### src/sv/ibc_motion.sv
`timescale 1ns / 1ps
// ============================================================================
// IMU bias calibrator motion detector
// Merges the three gyro axes: squared change from the previous sample,
// summed and compared against the tracking threshold.
// ============================================================================
module ibc_motion (
    input  logic               i_clk,
    input  logic               i_rst_n,
    input  logic               i_valid,
    input  logic signed [15:0] i_gyro_x,
    input  logic signed [15:0] i_gyro_y,
    input  logic signed [15:0] i_gyro_z,
    input  logic [30:0]        i_thr,
    output logic               o_track_ok
);

    logic signed [15:0] w_g    [3];
    logic signed [15:0] r_prev [3];
    logic signed [16:0] w_d    [3];
    logic signed [33:0] w_sq   [3];
    logic [31:0]        r_sq   [3];
    logic [33:0]        w_dsq;

    assign w_g[0] = i_gyro_x;
    assign w_g[1] = i_gyro_y;
    assign w_g[2] = i_gyro_z;

    always_comb begin
        for (int a = 0; a < 3; a++) begin
            w_d[a]  = 17'(w_g[a]) - 17'(r_prev[a]);
            w_sq[a] = w_d[a] * w_d[a];
        end
    end

    // The previous sample follows every beat, whatever the stage.
    always_ff @(posedge i_clk) begin
        if (!i_rst_n) begin
            for (int a = 0; a < 3; a++) begin
                r_prev[a] <= '0;
            end
        end else if (i_valid) begin
            for (int a = 0; a < 3; a++) begin
                r_prev[a] <= w_g[a];
            end
        end
    end

    always_ff @(posedge i_clk) begin
        for (int a = 0; a < 3; a++) begin
            r_sq[a] <= w_sq[a][31:0];
        end
    end

    // The verdict belongs to the beat one stage after the squares were taken.
    assign w_dsq      = 34'(r_sq[0]) + 34'(r_sq[1]) + 34'(r_sq[2]);
    assign o_track_ok = w_dsq < {3'b000, i_thr};

endmodule

### config.mk
export PLATFORM = sky130hd
export DESIGN_NAME = ibc_motion
export DESIGN_NICKNAME = d
export VERILOG_FILES = /design/src/sv/ibc_motion.sv
export SDC_FILE = /design/constraint.sdc
export NUM_CORES = 2
export LEC_CHECK = 0
export BUFFER_PORTS_ARGS = -buffer_cell sky130_fd_sc_hd__buf_4
export CORE_MARGIN = 1
export CORE_UTILIZATION = 35
export CTS_CLUSTER_SIZE = 28
export DETAILED_ROUTE_END_ITERATION = 12
export PLACE_DENSITY = 0.56
export SYNTH_ARGS = -nofsm -noshare
export SYNTH_HDL_FRONTEND = slang
export SYNTH_SLANG_ARGS = --single-unit
### constraint.sdc
create_clock -name i_clk -period 13.3 [get_ports i_clk]
set_input_delay 2.66 -clock i_clk [delete_from_list [all_inputs] [get_ports i_clk]]
set_output_delay 2.66 -clock i_clk [all_outputs]
set_load 0.02 [all_outputs]
==> impl_metrics.tcl <==
set metrics [dict create \
    grt_pass1_wl_mm 147 \
    slowest_delay_ps 730 \
    cts.path.max_buffers 2 \
    place_congestion 0.892 \
    post_cts_resized 0 \
    dp_hpwl_mm 76.1 \
    run_status "complete, no violations" \
    synth_cell_types 82 \
    h-tree-depth 4 \
    startpoint "i_gyro_y[1]" \
    final_common_cell "inv_1" \
    hold_start "r_prev[0][33]$_SDFFCE_PN0P_" \
    cts_buffers 17 \
    fin_setup_tns_ps 0 \
    layout_common_cells "inv_1, fa_1, nor2_1, ha_1, nand2_1" \
    drc 0 \
    rsz0062_at_grt "no" \
    synth-edff-count 48 \
    dr.pass1.iters 5 \
    wirelength_mm 89.2 \
    areaGrowthSynthToFinish_pct 8.01 \
    slew_violations 0 \
    die_area_um2 105000 \
    syn_area_um2 36300 \
    place_area_um2 38700 \
    cts_num_sinks 141 \
    synthCells 3908 \
    final.min_clock_period_ps 11060 \
    ys.flop_type "dfxtp_1" \
    ys.warnings.count 0 \
    path_class "input pin to flip-flop" \
    cts_hold_buf 0 \
    synth.avg_cell_area_um2 9.30 \
    post_cts_buffers 0 \
    post-route-period-util_pct 83.1 \
    antenna_left 0 \
    slew_headroom_pct 11.7 \
    cp-start-kind "input pin" \
    wire_per_inst_um 16.7 \
    crit_arrival_ps 11470 \
    cpMostUsedCell "fa_1" \
    gr-total-overflow 0 \
    hold_path.class "flip-flop to flip-flop" \
    synth-async-reset-ratio_pct 0 \
    cap_viol_max_count 0 \
    start_util_pct 35.5 \
    hold_viol 0 \
    clk_pin_slew_ps 70 \
    fp-row-count 117 \
    cp_slowest_cell "xor2_1" \
    tightest_slew_ps 1320 \
    grt_pass1_vias 27400 \
    core_area_um2 102000 \
    die_height_um 324 \
    worstPathRequired_ps 13720 \
    fmax_ghz 0.0905 \
    r2r-start "r_prev[0][17]$_SDFFCE_PN0P_" \
    io_buffers 82 \
    end_kind "flip-flop" \
    setup_viol 0 \
    fin_skew_ps 23.6 \
    tritoncts "done" \
    drt_iter0_markers 1205 \
    drive_above_1_share_pct 5.17 \
    final_area_um2 39300 \
    grt_usage_pct 18.3 \
    grt_max_degree 50 \
    final_nets 5205 \
    num_vias 25000 \
    insertion_delay_ps 510 \
    antenna_found_initial 4 \
    cts_root_buf "clkbuf_16" \
    io_pins 83 \
    yosysSeqAreaShare_pct 9.09 \
    die_w_um 324 \
    crit_fanout 11 \
    vias_per_cell 4.67 \
    ys_seq_elements 141 \
]
==> state kept, by name, summed over array words and instances (netlist names) <==
name / cells
r_sq: 93
r_prev: 48
==> cell families after synthesis <==
| family | after synthesis | synth area share (%) |
|---|---|---|
| AOI/OAI and AO/OA | 385 | 7.23 |
| xor gates and xnor gates | 186 | 4.58 |
| adders and majority gates | 1150 | 56.3 |
| buffers and inverters | 1177 | 12.2 |
| DFF | 141 | 9.09 |
| muxes | 6 | 0.165 |
| other | 2 | 0.0207 |
| and+or+nand+nor | 861 | 10.5 |
==> cell type report <==
type | instances | area [µm²]
multi-input cells | 2591 | 28600
fillers | 10400 | 63100
repair buffers | 119 | 893
well taps | 1368 | 1710
flip-flops and latches | 141 | 3300
diodes | 2 | 5.00
clock inverters | 15 | 150
clock buffers | 17 | 425
inverters | 1103 | 4140
==> synth_stat cells (16+ instances only) <==
cell type / instances / area [µm²]
fa_1: 807 / 16200
nor3_1: 27 / 135
dfxtp_1: 93 / 1860
xor2_1: 39 / 342
clkbuf_1: 61 / 229
xnor2_1: 144 / 1260
and2_1: 20 / 125
a21oi_1: 107 / 536
nand2_1: 284 / 1070
nor2b_1: 21 / 131
o21ai_1: 16 / 80.1
nand2b_1: 24 / 150
o21a_1: 24 / 180
a21o_1: 53 / 398
edfxtp_1: 48 / 1440
and3_1: 62 / 388
nand3_1: 24 / 120
nor2_1: 347 / 1300
inv_1: 1084 / 4070
o21bai_1: 16 / 120
ha_1: 343 / 4290
o21ai_0: 61 / 305
==> stage by stage <==
step           worst slack [ps]  instances  hold WS (ps)  util, %
2_1_floorplan              2870       3909           656        -
3_3_place_gp               1930       5322           679     37.8
3_5_place_dp               1760       5322           699     37.8
4_1_cts                    2280       5354           710     38.4
5_1_grt                    1600       5354           747     38.4
6_report                   2240       5356           704     38.4
==> routing by layer <==
layer | share of wire [%] | track usage (%) | vias to the layer above
li1 | - | - | 11800
met1 | 46 | 25.0 | 12500
met2 | 46 | 29.3 | 518
met3 | 5.8 | 4.03 | 99
met4 | 2.1 | 4.49 | 0
met5 | 0 | 0 | -
==> worst paths after layout <==
path / cells past startpoint / slack (ps) / endpoint
hold reg to reg: 3 / 700 / r_sq[0][66]$_DFF_P_
setup reg to reg: 31 / 4100 / r_sq[0][63]$_DFF_P_
setup / recovery: 31 / 2240 / r_sq[0][63]$_DFF_P_
hold / removal: 3 / 700 / r_sq[0][66]$_DFF_P_
==> critical path: cells and delay by family <==
| kind | cells | cell delay (ps) |
|---|---|---|
| and+or+nand+nor | 5 | 1280 |
| xor gates and xnor gates | 2 | 900 |
| AOI/OAI and AO/OA | 11 | 2400 |
| buffers and inverters | 5 | 770 |
| adders and majority gates | 8 | 3460 |
Power is left out: the tool's default activity adds up to more than one toggle a clock period on the data nets, which glitch-free logic cannot reach.
